$ cat config.mk
export PLATFORM = sky130hd
export DESIGN_NAME = mqtt5_client_packet_parser_top
export DESIGN_NICKNAME = d
export VERILOG_FILES = /design/src/hw/rtl/mqttpp_pkg.sv /design/src/hw/rtl/mqttpp_parser.sv /design/src/hw/rtl/mqttpp_outq.sv /design/src/hw/rtl/mqtt5_client_packet_parser_top.sv
export SDC_FILE = /design/constraint.sdc
export NUM_CORES = 1
export LEC_CHECK = 0
export ABC_AREA = 1
export ABC_CLOCK_PERIOD_IN_PS = 16500
export CORE_MARGIN = 5
export CORE_UTILIZATION = 30
export CTS_CLUSTER_DIAMETER = 60
export DETAILED_ROUTE_END_ITERATION = 7
export DONT_BUFFER_PORTS = 1
export PLACE_DENSITY = 0.42
export RECOVER_POWER = 25
export SYNTH_ARGS = -nofsm -noshare
export SYNTH_HDL_FRONTEND = slang
export SYNTH_SLANG_ARGS = --single-unit
$ cat constraint.sdc
create_clock -name clk_i -period 16.5 [get_ports clk_i]
set_input_delay 1.65 -clock clk_i [delete_from_list [all_inputs] [get_ports clk_i]]
set_output_delay 1.65 -clock clk_i [all_outputs]
set_load 0.02 [all_outputs]
$ cat src/hw/rtl/mqttpp_pkg.sv
// Shared types and codes for the MQTT 5.0 packet parser.
// Used by the parser core, the result queue and the top level.
package mqttpp_pkg;

  // Kinds of result item.
  localparam logic [1:0] KIND_TOPIC   = 2'd0;
  localparam logic [1:0] KIND_PAYLOAD = 2'd1;
  localparam logic [1:0] KIND_SUBCODE = 2'd2;
  localparam logic [1:0] KIND_SUMMARY = 2'd3;

  // Summary status codes.
  localparam logic [1:0] ST_OK         = 2'd0;
  localparam logic [1:0] ST_INCOMPLETE = 2'd1;
  localparam logic [1:0] ST_MALFORMED  = 2'd2;
  localparam logic [1:0] ST_UNSUPPORTED = 2'd3;

  // Control packet types with special handling.
  localparam logic [3:0] T_CONNACK    = 4'd2;
  localparam logic [3:0] T_PUBLISH    = 4'd3;
  localparam logic [3:0] T_SUBACK     = 4'd9;
  localparam logic [3:0] T_UNSUBACK   = 4'd11;
  localparam logic [3:0] T_DISCONNECT = 4'd14;

  // One bit per supported packet type.
  localparam logic [15:0] SUPPORTED_MASK = 16'h6AFC;

  typedef struct packed {
    logic [7:0] stream_byte;
    logic       buffer_last;
  } in_t;

  typedef struct packed {
    logic [1:0]  item_kind;
    logic [7:0]  data_byte;
    logic [3:0]  packet_type;
    logic [3:0]  header_flags;
    logic [15:0] packet_ident;
    logic [7:0]  ack_code;
    logic        session_present;
    logic [6:0]  topic_len;
    logic [10:0] payload_len;
    logic [4:0]  reason_count;
    logic [1:0]  status;
    logic        run_last;
  } out_t;

  // Up to two result items produced by one input item, data item first.
  typedef struct packed {
    logic       v0;
    logic       v1;
    out_t       r0;
    out_t       r1;
  } res_pair_t;

endpackage

$ cat src/hw/rtl/mqttpp_parser.sv
// Parser core: holds the parse state and turns one accepted byte into up to two items.
// Depends on mqttpp_pkg.
module mqttpp_parser import mqttpp_pkg::*; #(
  parameter int TOPIC_MAX   = 128,
  parameter int PAYLOAD_MAX = 1024,
  parameter int MAX_SUBS    = 16
) (
  input  logic      clk_i,
  input  logic      rst_ni,
  input  logic      accept_i,
  input  in_t       in_i,
  output res_pair_t res_o
);

  localparam int TW = (TOPIC_MAX > 2) ? $clog2(TOPIC_MAX) : 1;
  localparam int PW = $clog2(PAYLOAD_MAX + 1);
  localparam int SW = $clog2(MAX_SUBS + 1);

  localparam logic [3:0] PH_FIRST    = 4'd0;
  localparam logic [3:0] PH_RLEN     = 4'd1;
  localparam logic [3:0] PH_TLEN_HI  = 4'd2;
  localparam logic [3:0] PH_TLEN_LO  = 4'd3;
  localparam logic [3:0] PH_TOPIC    = 4'd4;
  localparam logic [3:0] PH_PID_HI   = 4'd5;
  localparam logic [3:0] PH_PID_LO   = 4'd6;
  localparam logic [3:0] PH_ACKFLAGS = 4'd7;
  localparam logic [3:0] PH_REASON   = 4'd8;
  localparam logic [3:0] PH_PLEN     = 4'd9;
  localparam logic [3:0] PH_PROPS    = 4'd10;
  localparam logic [3:0] PH_PAYLOAD  = 4'd11;
  localparam logic [3:0] PH_SUBCODES = 4'd12;
  localparam logic [3:0] PH_SKIP     = 4'd13;
  localparam logic [3:0] PH_DONE     = 4'd14;

  logic [3:0]  ph_q, ph_d;
  logic [7:0]  tf_q, tf_d;
  logic [27:0] acc_q, acc_d;
  logic [1:0]  lbc_q, lbc_d;
  logic [28:0] pos_q, pos_d;
  logic [27:0] fc_q, fc_d;
  logic [15:0] pid_q, pid_d;
  logic [7:0]  rc_q, rc_d;
  logic        sp_q, sp_d;
  logic [TW-1:0] tc_q, tc_d;
  logic [PW-1:0] pc_q, pc_d;
  logic [SW-1:0] sc_q, sc_d;

  logic       have_data, have_sum;
  logic [1:0] data_kind, sum_status;
  out_t       data_item, sum_item;

  function automatic logic [27:0] place7(input logic [6:0] b7, input logic [1:0] idx);
    logic [27:0] r;
    r = '0;
    unique case (idx)
      2'd0: r = {21'd0, b7};
      2'd1: r = {14'd0, b7, 7'd0};
      2'd2: r = {7'd0, b7, 14'd0};
      2'd3: r = {b7, 21'd0};
      default: r = '0;
    endcase
    return r;
  endfunction

  function automatic logic [3:0] first_phase(input logic [3:0] t);
    logic [3:0] p;
    p = PH_SKIP;
    if (t == T_CONNACK) p = PH_ACKFLAGS;
    else if (t == T_PUBLISH) p = PH_TLEN_HI;
    else if (t == T_SUBACK || (t >= 4'd4 && t <= 4'd7) || t == T_UNSUBACK) p = PH_PID_HI;
    else if (t == T_DISCONNECT) p = PH_REASON;
    return p;
  endfunction

  function automatic logic [3:0] next_phase(input logic [3:0] p, input logic [7:0] tf);
    logic [3:0] r;
    r = PH_SKIP;
    unique case (p)
      PH_TLEN_HI:  r = PH_TLEN_LO;
      PH_TLEN_LO:  r = PH_TOPIC;
      PH_TOPIC:    r = (tf[2:1] != 2'd0) ? PH_PID_HI : PH_PLEN;
      PH_PID_HI:   r = PH_PID_LO;
      PH_PID_LO:   r = (tf[7:4] == T_SUBACK || tf[7:4] == T_PUBLISH) ? PH_PLEN : PH_REASON;
      PH_ACKFLAGS: r = PH_REASON;
      PH_REASON:   r = (tf[7:4] == T_DISCONNECT) ? PH_SKIP : PH_PLEN;
      PH_PLEN:     r = PH_PROPS;
      PH_PROPS: begin
        if (tf[7:4] == T_PUBLISH) r = PH_PAYLOAD;
        else if (tf[7:4] == T_SUBACK) r = PH_SUBCODES;
        else r = PH_SKIP;
      end
      default:     r = PH_SKIP;
    endcase
    return r;
  endfunction

  // Skips a topic or property field that is empty.
  function automatic logic [3:0] enter_phase(input logic [3:0] p, input logic zero,
                                             input logic [7:0] tf);
    logic [3:0] r;
    r = p;
    if (r == PH_TOPIC && zero) r = next_phase(r, tf);
    if (r == PH_PROPS && zero) r = next_phase(r, tf);
    return r;
  endfunction

  always_comb begin
    logic [7:0] b;
    logic [3:0] np;
    b = in_i.stream_byte;
    np = PH_FIRST;
    ph_d = ph_q; tf_d = tf_q; acc_d = acc_q; lbc_d = lbc_q; pos_d = pos_q;
    fc_d = fc_q; pid_d = pid_q; rc_d = rc_q; sp_d = sp_q;
    tc_d = tc_q; pc_d = pc_q; sc_d = sc_q;
    have_data = 1'b0; data_kind = KIND_TOPIC;
    have_sum = 1'b0; sum_status = ST_OK;

    unique case (ph_q)
      PH_FIRST: begin
        tf_d = b; acc_d = '0; lbc_d = '0; ph_d = PH_RLEN;
      end
      PH_RLEN: begin
        acc_d = acc_q | place7(b[6:0], lbc_q);
        if (b[7]) begin
          if (lbc_q == 2'd3) begin
            have_sum = 1'b1; sum_status = ST_MALFORMED;
          end else begin
            lbc_d = lbc_q + 2'd1;
          end
        end else begin
          pos_d = '0;
          if (acc_d == '0) begin
            have_sum = 1'b1;
            sum_status = SUPPORTED_MASK[tf_q[7:4]] ? ST_OK : ST_UNSUPPORTED;
          end else begin
            np = enter_phase(first_phase(tf_q[7:4]), fc_q == '0, tf_q);
            ph_d = np;
            if (np == PH_PLEN) begin
              fc_d = '0; lbc_d = '0;
            end
          end
        end
      end
      PH_DONE: begin
      end
      default: begin
        pos_d = pos_q + 29'd1;
        unique case (ph_q)
          PH_TLEN_HI: begin
            fc_d = {12'd0, b, 8'd0}; ph_d = PH_TLEN_LO;
          end
          PH_TLEN_LO: begin
            fc_d = fc_q | {20'd0, b};
            np = enter_phase(PH_TOPIC, fc_d == '0, tf_q);
            ph_d = np;
            if (np == PH_PLEN) begin
              fc_d = '0; lbc_d = '0;
            end
          end
          PH_TOPIC: begin
            if (32'(tc_q) < 32'(TOPIC_MAX - 1)) begin
              have_data = 1'b1; data_kind = KIND_TOPIC;
              tc_d = tc_q + TW'(1);
            end
            fc_d = fc_q - 28'd1;
            if (fc_d == '0) begin
              np = next_phase(PH_TOPIC, tf_q);
              ph_d = np;
              if (np == PH_PLEN) begin
                fc_d = '0; lbc_d = '0;
              end
            end
          end
          PH_PID_HI: begin
            pid_d = {b, 8'd0}; ph_d = PH_PID_LO;
          end
          PH_PID_LO: begin
            pid_d = {pid_q[15:8], b};
            np = next_phase(PH_PID_LO, tf_q);
            ph_d = np;
            if (np == PH_PLEN) begin
              fc_d = '0; lbc_d = '0;
            end
          end
          PH_ACKFLAGS: begin
            sp_d = b[0]; ph_d = PH_REASON;
          end
          PH_REASON: begin
            rc_d = b;
            np = next_phase(PH_REASON, tf_q);
            ph_d = np;
            if (np == PH_PLEN) begin
              fc_d = '0; lbc_d = '0;
            end
          end
          PH_PLEN: begin
            fc_d = fc_q | place7(b[6:0], lbc_q);
            if (b[7]) begin
              if (lbc_q == 2'd3) begin
                have_sum = 1'b1; sum_status = ST_MALFORMED;
                ph_d = PH_DONE;
              end else begin
                lbc_d = lbc_q + 2'd1;
              end
            end else begin
              ph_d = enter_phase(PH_PROPS, fc_d == '0, tf_q);
            end
          end
          PH_PROPS: begin
            fc_d = fc_q - 28'd1;
            if (fc_d == '0) ph_d = next_phase(PH_PROPS, tf_q);
          end
          PH_PAYLOAD: begin
            if (32'(pc_q) < 32'(PAYLOAD_MAX)) begin
              have_data = 1'b1; data_kind = KIND_PAYLOAD;
              pc_d = pc_q + PW'(1);
            end
          end
          PH_SUBCODES: begin
            if (32'(sc_q) < 32'(MAX_SUBS)) begin
              have_data = 1'b1; data_kind = KIND_SUBCODE;
              sc_d = sc_q + SW'(1);
            end
          end
          default: begin
          end
        endcase
        if (!have_sum && pos_d >= {1'b0, acc_q}) begin
          have_sum = 1'b1;
          sum_status = SUPPORTED_MASK[tf_q[7:4]] ? ST_OK : ST_UNSUPPORTED;
        end
      end
    endcase

    if (have_sum) ph_d = PH_DONE;

    // A buffer that ends before the packet does closes it as incomplete.
    if (in_i.buffer_last && !have_sum && ph_d != PH_DONE) begin
      have_sum = 1'b1; sum_status = ST_INCOMPLETE;
    end

    data_item = '0;
    data_item.item_kind    = data_kind;
    data_item.data_byte    = b;
    data_item.packet_type  = tf_d[7:4];
    data_item.header_flags = tf_d[3:0];

    sum_item = '0;
    sum_item.item_kind       = KIND_SUMMARY;
    sum_item.packet_type     = tf_d[7:4];
    sum_item.header_flags    = tf_d[3:0];
    sum_item.packet_ident    = pid_d;
    sum_item.ack_code        = rc_d;
    sum_item.session_present = sp_d;
    sum_item.topic_len       = 7'(tc_d);
    sum_item.payload_len     = 11'(pc_d);
    sum_item.reason_count    = 5'(sc_d);
    sum_item.status          = sum_status;
    sum_item.run_last        = 1'b1;

    if (in_i.buffer_last) begin
      ph_d = PH_FIRST; tf_d = '0; acc_d = '0; lbc_d = '0; pos_d = '0; fc_d = '0;
      pid_d = '0; rc_d = '0; sp_d = 1'b0; tc_d = '0; pc_d = '0; sc_d = '0;
    end

    res_o.v0 = have_data | have_sum;
    res_o.v1 = have_data & have_sum;
    res_o.r0 = have_data ? data_item : sum_item;
    res_o.r1 = sum_item;
  end

  always_ff @(posedge clk_i or negedge rst_ni) begin
    if (!rst_ni) begin
      ph_q <= PH_FIRST; tf_q <= '0; acc_q <= '0; lbc_q <= '0; pos_q <= '0; fc_q <= '0;
      pid_q <= '0; rc_q <= '0; sp_q <= 1'b0; tc_q <= '0; pc_q <= '0; sc_q <= '0;
    end else if (accept_i) begin
      ph_q <= ph_d; tf_q <= tf_d; acc_q <= acc_d; lbc_q <= lbc_d; pos_q <= pos_d;
      fc_q <= fc_d; pid_q <= pid_d; rc_q <= rc_d; sp_q <= sp_d;
      tc_q <= tc_d; pc_q <= pc_d; sc_q <= sc_d;
    end
  end

endmodule

$ cat src/hw/rtl/mqttpp_outq.sv
// Four-entry result queue that takes up to two items per cycle and hands out one when not stalled.
// Depends on mqttpp_pkg.
module mqttpp_outq import mqttpp_pkg::*; (
  input  logic      clk_i,
  input  logic      rst_ni,
  input  logic      push_i,
  input  res_pair_t res_i,
  output logic      full_o,
  output logic      valid_o,
  input  logic      stall_i,
  output out_t      data_o
);

  out_t       mem_q [4];
  logic [1:0] wr_q, rd_q;
  logic [2:0] cnt_q;
  logic       pop;
  logic [1:0] n_push;

  assign pop     = valid_o & ~stall_i;
  assign n_push  = push_i ? ({1'b0, res_i.v0} + {1'b0, res_i.v1}) : 2'd0;
  assign valid_o = cnt_q != 3'd0;
  assign data_o  = mem_q[rd_q];
  // Room for two more items must exist before the next byte is taken.
  assign full_o  = cnt_q > 3'd2;

  always_ff @(posedge clk_i) begin
    if (push_i && res_i.v0) mem_q[wr_q] <= res_i.r0;
    if (push_i && res_i.v1) mem_q[wr_q + 2'd1] <= res_i.r1;
  end

  always_ff @(posedge clk_i or negedge rst_ni) begin
    if (!rst_ni) begin
      wr_q <= '0; rd_q <= '0; cnt_q <= '0;
    end else begin
      wr_q  <= wr_q + n_push;
      rd_q  <= rd_q + {1'b0, pop};
      cnt_q <= cnt_q + {1'b0, n_push} - {2'b0, pop};
    end
  end

endmodule

$ cat src/hw/rtl/mqtt5_client_packet_parser_top.sv
// MQTT 5.0 packet parser, top level. Takes one buffer byte per cycle while the queue has room.
// A byte's items are written into a four-entry result queue when the byte is accepted
// and leave it through the output port. A byte gives at most two items and the output
// side drains one item per cycle when it is not stalled.
// Reset (asynchronous, active low) returns the parser to waiting for a first byte
// and empties the queue.
module mqtt5_client_packet_parser_top import mqttpp_pkg::*; #(
  parameter int TOPIC_MAX   = 128,
  parameter int PAYLOAD_MAX = 1024,
  parameter int MAX_SUBS    = 16
) (
  input  logic clk_i,
  input  logic rst_ni,
  input  logic in_valid_i,
  output logic in_stall_o,
  input  in_t  in_data_i,
  output logic out_valid_o,
  input  logic out_stall_i,
  output out_t out_data_o
);

  logic      accept;
  logic      q_full;
  res_pair_t res;

  // The input stalls only on queue occupancy, never on the input valid.
  assign in_stall_o = q_full;
  assign accept     = in_valid_i & ~q_full;

  // The parser state advances on each accepted byte; its items go straight
  // into the queue in the same cycle.
  mqttpp_parser #(
    .TOPIC_MAX  (TOPIC_MAX),
    .PAYLOAD_MAX(PAYLOAD_MAX),
    .MAX_SUBS   (MAX_SUBS)
  ) u_parser (
    .clk_i   (clk_i),
    .rst_ni  (rst_ni),
    .accept_i(accept),
    .in_i    (in_data_i),
    .res_o   (res)
  );

  // The queue separates the two sides so a waiting item does not block input.
  mqttpp_outq u_outq (
    .clk_i  (clk_i),
    .rst_ni (rst_ni),
    .push_i (accept),
    .res_i  (res),
    .full_o (q_full),
    .valid_o(out_valid_o),
    .stall_i(out_stall_i),
    .data_o (out_data_o)
  );

endmodule

* Word level (Yosys, flattened, before mapping)
Memories as Yosys holds them, arrays and structs flattened.
Cells that the tools add are included.
** Word-level totals
- Output and inout bits :: 71
- Memory bits (read-only) :: 16
- Register bits after elaboration :: 154
- Memories kept :: 2
- Bits in writable memories :: 276
** Cells by class
- Reduce and logical (&&, ||, !) cells :: 32
- Eq/ne operators :: 69
- $lt $le $gt $ge :: 8
- Bitwise logic cells :: 9
- Multiplexer cells :: 137
- Add/sub/neg operators :: 12
** Memories
- u_outq.mem_q :: words 4, width 69, read ports 1, clocked after Yosys merged registers in 0, write ports 2, RTL line mqttpp_outq.sv:14 : out_t mem_q [4];
- (name not given) :: words 16, width 1, read ports 1, clocked after Yosys merged registers in 0, write ports 0, RTL line mqttpp_parser.sv:134 : sum_status = SUPPORTED_MASK[tf_q[7:4]] ? ST_OK : ST_UNSUPPORTED;
** Operator list (count)
- $mux W28 :: 13
- $pmux W28 S7 :: 1
- $mux W4 :: 38
- $pmux W4 S9 :: 4
- $logic_not A28 Y1 :: 5
- $pmux W28 S2 :: 2
- $pmux W28 S4 :: 1
- $eq A4 B4 Y1 const B :: 23
- $mux W69 :: 1
- $eq A4 B3 Y1 const B :: 16
- $mux W29 :: 2
- $pmux W29 S2 :: 1
- $or A28 B28 Y28 :: 2
- $mux W11 :: 4
- $mux W2 :: 22
- $eq A4 B2 Y1 const B :: 10
- $mux W8 :: 5
- $mux W16 :: 2
- $pmux W16 S2 :: 1
- $add A29 B1 Y29 const B :: 1
- $ge A29 B28 Y1 :: 1
- $mux W7 :: 4
- $or A28 B8 Y28 :: 1
- $sub A28 B1 Y28 const B :: 1
- 55 further kinds :: 106

* Longest topological paths before layout
Gate-level depths: netlist of run 1.
- Depth after elaboration :: 34
- Mapped depth :: 42
- Gate-level depth less buffers :: 41

* By module
A second synthesis of run 1 with hierarchy kept.
** Unflattened totals
- Cells, all modules :: 3125
- Area total of the unflattened synthesis :: 25595.8 um2
** Modules (own cells, without submodules)
- mqttpp_outq :: times used 1, cells each 1479, sequential area each 8463.1 um2, area an instance 14417.6 um2
- mqttpp_parser :: times used 1, cells each 1644, sequential area each 3678.5 um2, area an instance 11168.2 um2
- mqtt5_client_packet_parser_top :: times used 1, cells each 2, sequential area each 0.0 um2, area an instance 10.0 um2

* Worst setup path before layout of run 1
OpenSTA, ideal clock, no wires.
- Kind :: reg2reg
- Start point :: register u_parser.pos_q[0]
- End point :: memory u_outq.mem_q[1][23] (netlist name) (data pin)
- Path buffers :: 1
- Stages on the path, launching flop included :: 42
- Arrival :: 6.212 ns
- Required time :: 16.360 ns
- Period minus slack after synthesis :: 6.352 ns
- Path slack :: 10.148 ns
- Cell sequence :: dfrtp_1 > ha_1 > nand2_1 > inv_2 > nand2_1 > nor2_1 > nand4_1 > nor2_1 > nand2_1 > inv_1 > nand2_1 > nor3_1 > nand2_1 > nor3_1 > inv_1 > o21ai_0 > nand2_1 > inv_1 > (+6 left out) > nand2_1 > nand2_1 > nand3_1 > nand2_2 > nand4_1 > nand2_1 > o21ai_2 > nand2_2 > inv_2 > ha_1 > nor2_1 > inv_1 > nor3_1 > nor2_1 > inv_1 > o21ai_1 > clkbuf_1 > nor2_1
** RTL lines
- start: declaration :: RTL line mqttpp_parser.sv:39 : logic [28:0] pos_q, pos_d;
- start signal: assignment :: RTL line mqttpp_parser.sv:274 : ph_q <= PH_FIRST; tf_q <= '0; acc_q <= '0; lbc_q <= '0; pos_q <= '0; fc_q <= '0;
- start signal: assignment :: RTL line mqttpp_parser.sv:277 : ph_q <= ph_d; tf_q <= tf_d; acc_q <= acc_d; lbc_q <= lbc_d; pos_q <= pos_d;
- end: declaration :: RTL line mqttpp_outq.sv:14

==> metrics.csv, run 1 <==
metric,value,unit
status,"finished, violations left",
failing checks,"capacitance limit, slew limit",
PD cells,204.8,nW/um^2
Cells after DPL,3448,
I/O pins,84,
synthesized net count,2635,
Synth cell types,52,
Vias/cell,5.130,
Place WS,9731,ps
worst slew pin tran,2560,ps
setup TNS,0,ps
Worst Reg-to-Reg Cells,42,
Post-DP HPWL,47310,um
worst hold slack,450.3,ps
H-tree depth,2,
Skew-Pair Late Insertion Delay,610,ps
Tot GR Track Use,0.1839,
drt first pass iters,6,
Post-CTS Hold Buffers,0,
Post-Synth Adder-Cell Area,0.02600,
# rows,99,
Ys Warns,0,
area grow syn2layout,11.93,%
Fillers,7532,
largest net degree at the start of global routing,155,
leak pwr,9.628,nW
NumNets Final,2600,
Routability Congestion,0.9167,
CTS buffer count,51,
Post-Route WL,74050,um
Max-Cap Viols,4,
Crit. Startpoint,u_parser.pos_q[0],
Final min period,6824,ps
via count,18180,
DR iter-0 viols,1554,
Seq cells post-synth,430,
clock root cell,clkbuf_16,
fin util,0.3378,
Starting Density,0.3018,
initial antenna violation count,0,
Syn Area/Cell,8.515,um^2
Final Skew,22.20,ps
WL/cell,20.89,um
Synth top area share,0.3175,
Crit Path Max Fanout,50,
synthesized area,21940,um^2
Post-Synth Simple-Gate Area,0.2107,
critical path arrival,7150,ps
WP data required,16820,ps
IO buf count,0,
most frequent cells in the layout,"nor2_1 (535), nand2_1 (376), o21ai_0 (280)",
Final WS setup,9676,ps
share of cells above drive strength 1,0.06422,
Async SR Flop Fraction,0.3581,
number of global-route vias before repair,17720,
Area contributors post-synth,"edfxtp_1 (32%), dfrtp_1 (18%), nor2_1 (9.2%), nand2_1 (6.4%), o21ai_0 (6.4%)",
fin crit share,0.4136,
CP max-delay cell,nor2_2,
Post-synth EDFFs,232,
delay of the slowest critical-path stage,620,ps
RSZ-0062 raised after global routing,false,
FF-to-FF setup slack,9680,ps
Layout Cells excl Fill,3544,
CP endpoint kind,register,
drt drc,0,
Worst Setup Path Type,reg -> reg,
Yosys top cell by area,edfxtp_1,
mux share of post-synthesis cell area,0.0004562,
worst min-delay path category,reg -> reg,
Core Area,72710,um^2
largest family of logic cells by synthesized area,simple AND/OR/NAND/NOR gates,
Crit path top cell by count,nand2_1,
final hold violation count,0,
Clock Tree Buf Depth,3,
Post-DP Area,22960,um^2
"Seq/Total Area, Yosys",0.5332,
Worst Setup Start Kind,register,
Total Power,5.031,mW
Max Fclk,146.5,MHz
post-CTS setup buffers,0,
Slew headroom,-0.7064,
FF-to-FF Start,u_parser.pos_q[0],
clock-pin slew of the registers on the worst-case setup and hold paths,60,ps
design area,24560,um^2
Post-Syn Instances,2577,
FF-to-FF End,u_outq.mem_q[1][16],
Die Width,280.5,um
GRT overflow,0,
Max Transition Viols Final,171,
n_diodes,0,
Worst Setup EP,u_outq.mem_q[1][16],
post-CTS sizing,0,
ys flop type,edfxtp_1,
total die area,78660,um^2
TritonCTS clock tree,built,
post-route ant nets,0,
Setup Viol. Count Final,0,
Synth Area in XOR/XNOR,0.01671,
"leading cell type in the layout, fill and taps excluded",nor2_1,
first-pass GRT wire length,112400,um
peak supply drop,0.0001139,V
die height,280.5,um
CTS sink cnt,430,
compound-cell area share of the yosys netlist,0.1460,
## critical path: cells and delay by family, from the launching register on
kind | cells | cell delay (ps)
buffers and inverters | 9 | 1340
AO/OA/AOI/OAI | 3 | 380
adder cells (fa/ha/maj) | 3 | 600
AND/OR/NAND/NOR | 27 | 3760
flip-flops | 1 | 410
## area by class of cell
type / instances / area [um^2] / share of cell area
Timing Repair Buffer: 28 / 187.7 / 0.007641
Clock buffer: 79 / 1471 / 0.05991
Tap cell: 959 / 1200 / 0.04885
Multi-Input combinational cell: 1761 / 8827 / 0.3594
Clock inverter: 17 / 155.1 / 0.006317
Sequential cell: 430 / 11700 / 0.4765
Inverter: 270 / 1017 / 0.04142
## synth_stat cells, types with 2 or more instances
cell	count
o31ai_1	7
nor2_4	8
nor3_2	2
inv_2	5
nor4_1	3
nand3_1	80
a21oi_1	56
nor3_1	31
a41oi_1	3
nand4_1	27
xor2_1	37
nand2_2	14
a31oi_1	5
dfrtp_1	154
o21ai_1	8
nand2_4	3
nor2_2	9
a22oi_1	11
edfxtp_1	232
nand3_2	4
o22ai_1	176
nor2_8	2
buf_1	4
clkbuf_1	102
xnor2_1	3
o211ai_1	6
buf_2	9
inv_1	264
dfxtp_1	44
nor2_1	538
a221oi_1	2
ha_1	44
o21ai_0	280
nand2_1	376
or2_2	2
o221ai_1	4
a211oi_1	5
nor4_2	3
## worst min-delay path by stage
stage | depth (start not counted) | startpoint | end
after floorplan | 2 | u_outq.mem_q[1][0] | u_outq.mem_q[1][0]
after global placement | 2 | u_outq.mem_q[2][0] | u_outq.mem_q[2][0]
after detailed placement | 2 | u_outq.mem_q[2][66] | u_outq.mem_q[2][66]
after CTS | 2 | u_outq.mem_q[2][0] | u_outq.mem_q[2][0]
after global routing | 2 | u_outq.mem_q[3][0] | u_outq.mem_q[3][0]
final | 2 | u_outq.mem_q[2][0] | u_outq.mem_q[2][0]
## report_power, final
part | internal [mW] | switching, mW
Clock | 0.634 | 0.470
Sequential | 1.37 | 0.151
Combinational | 0.611 | 1.80
## logic make-up (layout without fill, tap and decap cells)
kind of cell,Yosys count,count (layout)
simple gates,1105,1105
compound gates,569,569
flops,430,430
buf+inv,386,394
fa+ha+maj,45,45
xor+xnor,41,41
mux,1,1
## flip-flops by register name, indices dropped and copies added (netlist names), 2 cells and up
| register | flops |
|---|---|
| u_outq.mem_q | 276 |
| u_parser.pos_q | 29 |
| u_parser.acc_q | 28 |
| u_parser.fc_q | 28 |
| u_parser.pid_q | 16 |
| u_parser.pc_q | 11 |
| u_parser.rc_q | 8 |
| u_parser.tf_q | 8 |
| u_parser.tc_q | 7 |
| u_parser.sc_q | 5 |
| u_parser.ph_q | 4 |
| u_outq.cnt_q | 3 |
| u_outq.rd_q | 2 |
| u_outq.wr_q | 2 |
| u_parser.lbc_q | 2 |
## routing by layer
| metal | GRT usage | part of all wire | vias to the layer above |
|---|---|---|---|
| met2 | 0.3129 | 0.48 | 498 |
| met1 | 0.2481 | 0.44 | 8908 |
| met5 | 0 | 0 | - |
| li1 | - | - | 8664 |
| met4 | 0.04281 | 0.023 | 0 |
| met3 | 0.02862 | 0.053 | 111 |
Note: power is estimated with default switching activity, not from simulation.
==> inputs of run 2 (changes only) <==
--- a/config.mk
+++ b/config.mk
@@ -5,14 +5,14 @@
 export SDC_FILE = /design/constraint.sdc
 export NUM_CORES = 1
 export LEC_CHECK = 0
-export ABC_AREA = 1
-export ABC_CLOCK_PERIOD_IN_PS = 16500
+export ABC_AREA = 0
+export ABC_CLOCK_PERIOD_IN_PS = 6200
 export CORE_MARGIN = 5
 export CORE_UTILIZATION = 30
 export CTS_CLUSTER_DIAMETER = 60
 export DETAILED_ROUTE_END_ITERATION = 7
 export DONT_BUFFER_PORTS = 1
-export PLACE_DENSITY = 0.42
+export PLACE_DENSITY = 0.43
 export RECOVER_POWER = 25
 export SYNTH_ARGS = -nofsm -noshare
 export SYNTH_HDL_FRONTEND = slang
==> constraint.sdc (replaced) <==
create_clock -name clk_i -period 6.2 [get_ports clk_i]
set_input_delay 0.62 -clock clk_i [delete_from_list [all_inputs] [get_ports clk_i]]
set_output_delay 0.62 -clock clk_i [all_outputs]
set_load 0.02 [all_outputs]
==> run 2 against run 1 <==
The run still ends with capacitance limit, slew limit left. Flip-flop and latch count unchanged. Sequential power increased to 2.6 times the previous value. Critical path depth fell by 20. Critical endpoint is now u_outq.mem_q[0][24]. Largest power group is now registers.
==> metrics.csv, run 2 <==
metric,value,unit
status,"finished, violations left",
failing checks,"capacitance limit, slew limit",
Setup Viol. Count Final,0,
most frequent cells after synthesis,"nor2_1 (378), edfxtp_1 (232), dfrtp_1 (154), nand2_1 (154), o21ai_0 (128)",
Crit Path Max Fanout,51,
largest net degree at the start of global routing,155,
Worst Setup Start Kind,register,
Worst Reg-to-Reg Cells,22,
Post-DP HPWL,39040,um
post-route ant nets,0,
Syn Area/Cell,10.85,um^2
die height,275.3,um
FF-to-FF Start,u_parser.pos_q[2],
Slew headroom,-1.913,
Psw,4.296,mW
Post-Syn Instances,1946,
Yosys top cell by area,edfxtp_1,
Flop pwr share,0.361,
Logic pwr share,0.359,
FF-to-FF setup slack,800,ps
Die Width,275.3,um
share of cells above drive strength 1,0.1212,
Clock power frac,0.280,
Clock Tree Buf Depth,3,
Place WS,393.9,ps
worst slew pin tran,4369,ps
leak pwr,8.837,nW
Max-Cap Viols,4,
Ys Warns,0,
TritonCTS clock tree,built,
drt first pass iters,5,
Worst Setup EP,u_outq.mem_q[0][24],
total die area,75810,um^2
PD cells,455.8,nW/um^2
DR iter-0 viols,1250,
Synth cell types,79,
ys flop type,edfxtp_1,
Routability Congestion,0.8376,
I/O pins,84,
Post-DP Area,22350,um^2
peak supply drop,0.0002443,V
WP data required,6530,ps
NumNets Final,1987,
synthesized area,21120,um^2
multi-input gate area in the final layout,8787,um^2
drt drc,0,
largest reg by FF count,u_outq.mem_q,
# rows,97,
Final min period,5398,ps
CTS buffer count,51,
GRT overflow,0,
design area,24060,um^2
H-tree depth,2,
via count,15340,
n_diodes,0,
Tot GR Track Use,0.1628,
Skew-Pair Late Insertion Delay,610,ps
Core Area,69910,um^2
HP Start,in_data_i[0],
initial antenna violation count,1,
number of global-route vias before repair,15520,
Post-synth EDFFs,232,
clock root cell,clkbuf_16,
Seq cells post-synth,430,
Final WS setup,802.1,ps
setup TNS,0,ps
Crit. Startpoint,u_parser.pos_q[2],
critical path arrival,5730,ps
fin crit share,0.8706,
clock-pin slew of the registers on the worst-case setup and hold paths,60,ps
Async SR Flop Fraction,0.3581,
synthesized net count,2004,
RSZ-0062 raised after global routing,false,
"Seq/Total Area, Yosys",0.5540,
most common cell in the netlist,nor2_1,
Int Pwr,6.669,mW
Final Skew,24.12,ps
Post-Route WL,62910,um
Synth top area share,0.3298,
Area contributors post-synth,"edfxtp_1 (33%), dfrtp_1 (18%), mux4_2 (7.4%), nor2_1 (6.7%), dfxtp_1 (4.2%)",
Max Fclk,185.3,MHz
Total Power,10.97,mW
first-pass GRT wire length,95540,um
Largest regs,"u_outq.mem_q: 276 flops, u_parser.pos_q: 29 flops",
Worst Setup Path Type,reg -> reg,
Max Transition Viols Final,273,
"leading cell type in the layout, fill and taps excluded",nor2_1,
WL/cell,21.60,um
CP endpoint kind,register,
Vias/cell,5.268,
IO buf count,0,
max FFs per register,276,
Starting Density,0.3022,
most frequent cells in the layout,"nor2_1 (378), edfxtp_1 (232), nand2_1 (153), dfrtp_1 (153), o21ai_0 (128)",
worst min-delay path category,in -> reg,
CTS sink cnt,430,
Sw Share,0.3918,
area grow syn2layout,13.89,%
Fillers,7075,
FF/Latch Area,11710,um^2
FF-to-FF End,u_outq.mem_q[0][24],
final hold violation count,0,
==> run 2: stage by stage <==
step	utilization	hold WS, ps	cells
3_5_place_dp	0.3197	341.9	2815
5_1_grt	0.3441	107.7	2912
6_report	0.3441	118.4	2912
2_1_floorplan	-	324.4	1946
4_1_cts	0.3447	85.70	2912
3_3_place_gp	0.3197	341.5	2815
==> run 2: logic make-up after synthesis <==
| group | Yosys count | share of synthesized area |
|---|---|---|
| DFF | 430 | 0.5540 |
| muxes | 102 | 0.08939 |
| AOI/OAI and AO/OA | 395 | 0.1188 |
| adders and majority gates | 45 | 0.02701 |
| xor gates and xnor gates | 54 | 0.02239 |
| and+or+nand+nor | 740 | 0.1553 |
| buffers and inverters | 180 | 0.03317 |
==> run 2: area by class of cell <==
cell class                 count  share of cell area
sequential                   430              0.4866
timing repair buffer          49             0.01852
multi-input combinational   1336              0.3653
inverter                      61            0.009518
clock inverter                39             0.01685
clock buffer                  57             0.05440
tap                          940             0.04889
==> run 2: what timing repair did <==
| item | CTS | global route |
|---|---|---|
| hold endpoints to repair | 154 | 0 |
| resized for setup | 0 | 2 |
| hold buffers | 1 | 0 |
| buffers inserted | 0 | 0 |
| endpoints found under the setup margin | 0 | 71 |
==> run 2: metal layers <==
layer,global-route usage,share of wire
met5,0,0.00032
met4,0.04200,0.025
met3,0.03173,0.049
met2,0.2784,0.49
met1,0.2130,0.44
==> run 2: how the worst min path moves through the flow <==
stage	end	slack (ps)	cells after the start
floorplan	u_outq.cnt_q[0]	320	0
global placement	u_parser.pos_q[4]	340	0
detailed placement	u_parser.pos_q[8]	340	0
CTS	u_parser.sc_q[0]	90	1
global route	u_parser.sc_q[0]	110	1
finish	u_parser.sc_q[0]	120	1
==> run 2: critical path: stages, from the launching register on <==
cell	delay, ps
dfrtp_1	440
and3_1	200
nand3_1	190
nor2_1	280
nand3_1	160
nor2_1	320
nand3_1	260
xnor2_1	190
ha_1	320
and4_1	200
nand3_1	70
o21ai_0	80
a21oi_1	160
o21ai_0	110
nor3_2	370
a21oi_1	170
a21oi_1	280
ha_1	330
nor4_1	80
buf_4	160
a21oi_4	140
buf_6	450
nor2_1	100
==> run 2: power by group through the flow <==
stage	sequential, mW	combinational, mW	clock, mW
6_report	3.96	3.94	3.07
5_1_grt	4.03	4.28	3.27
4_1_cts	3.97	4.00	3.16
3_5_place_dp	4.02	3.96	0
3_3_place_gp	4.01	3.94	0
2_1_floorplan	3.75	3.00	0
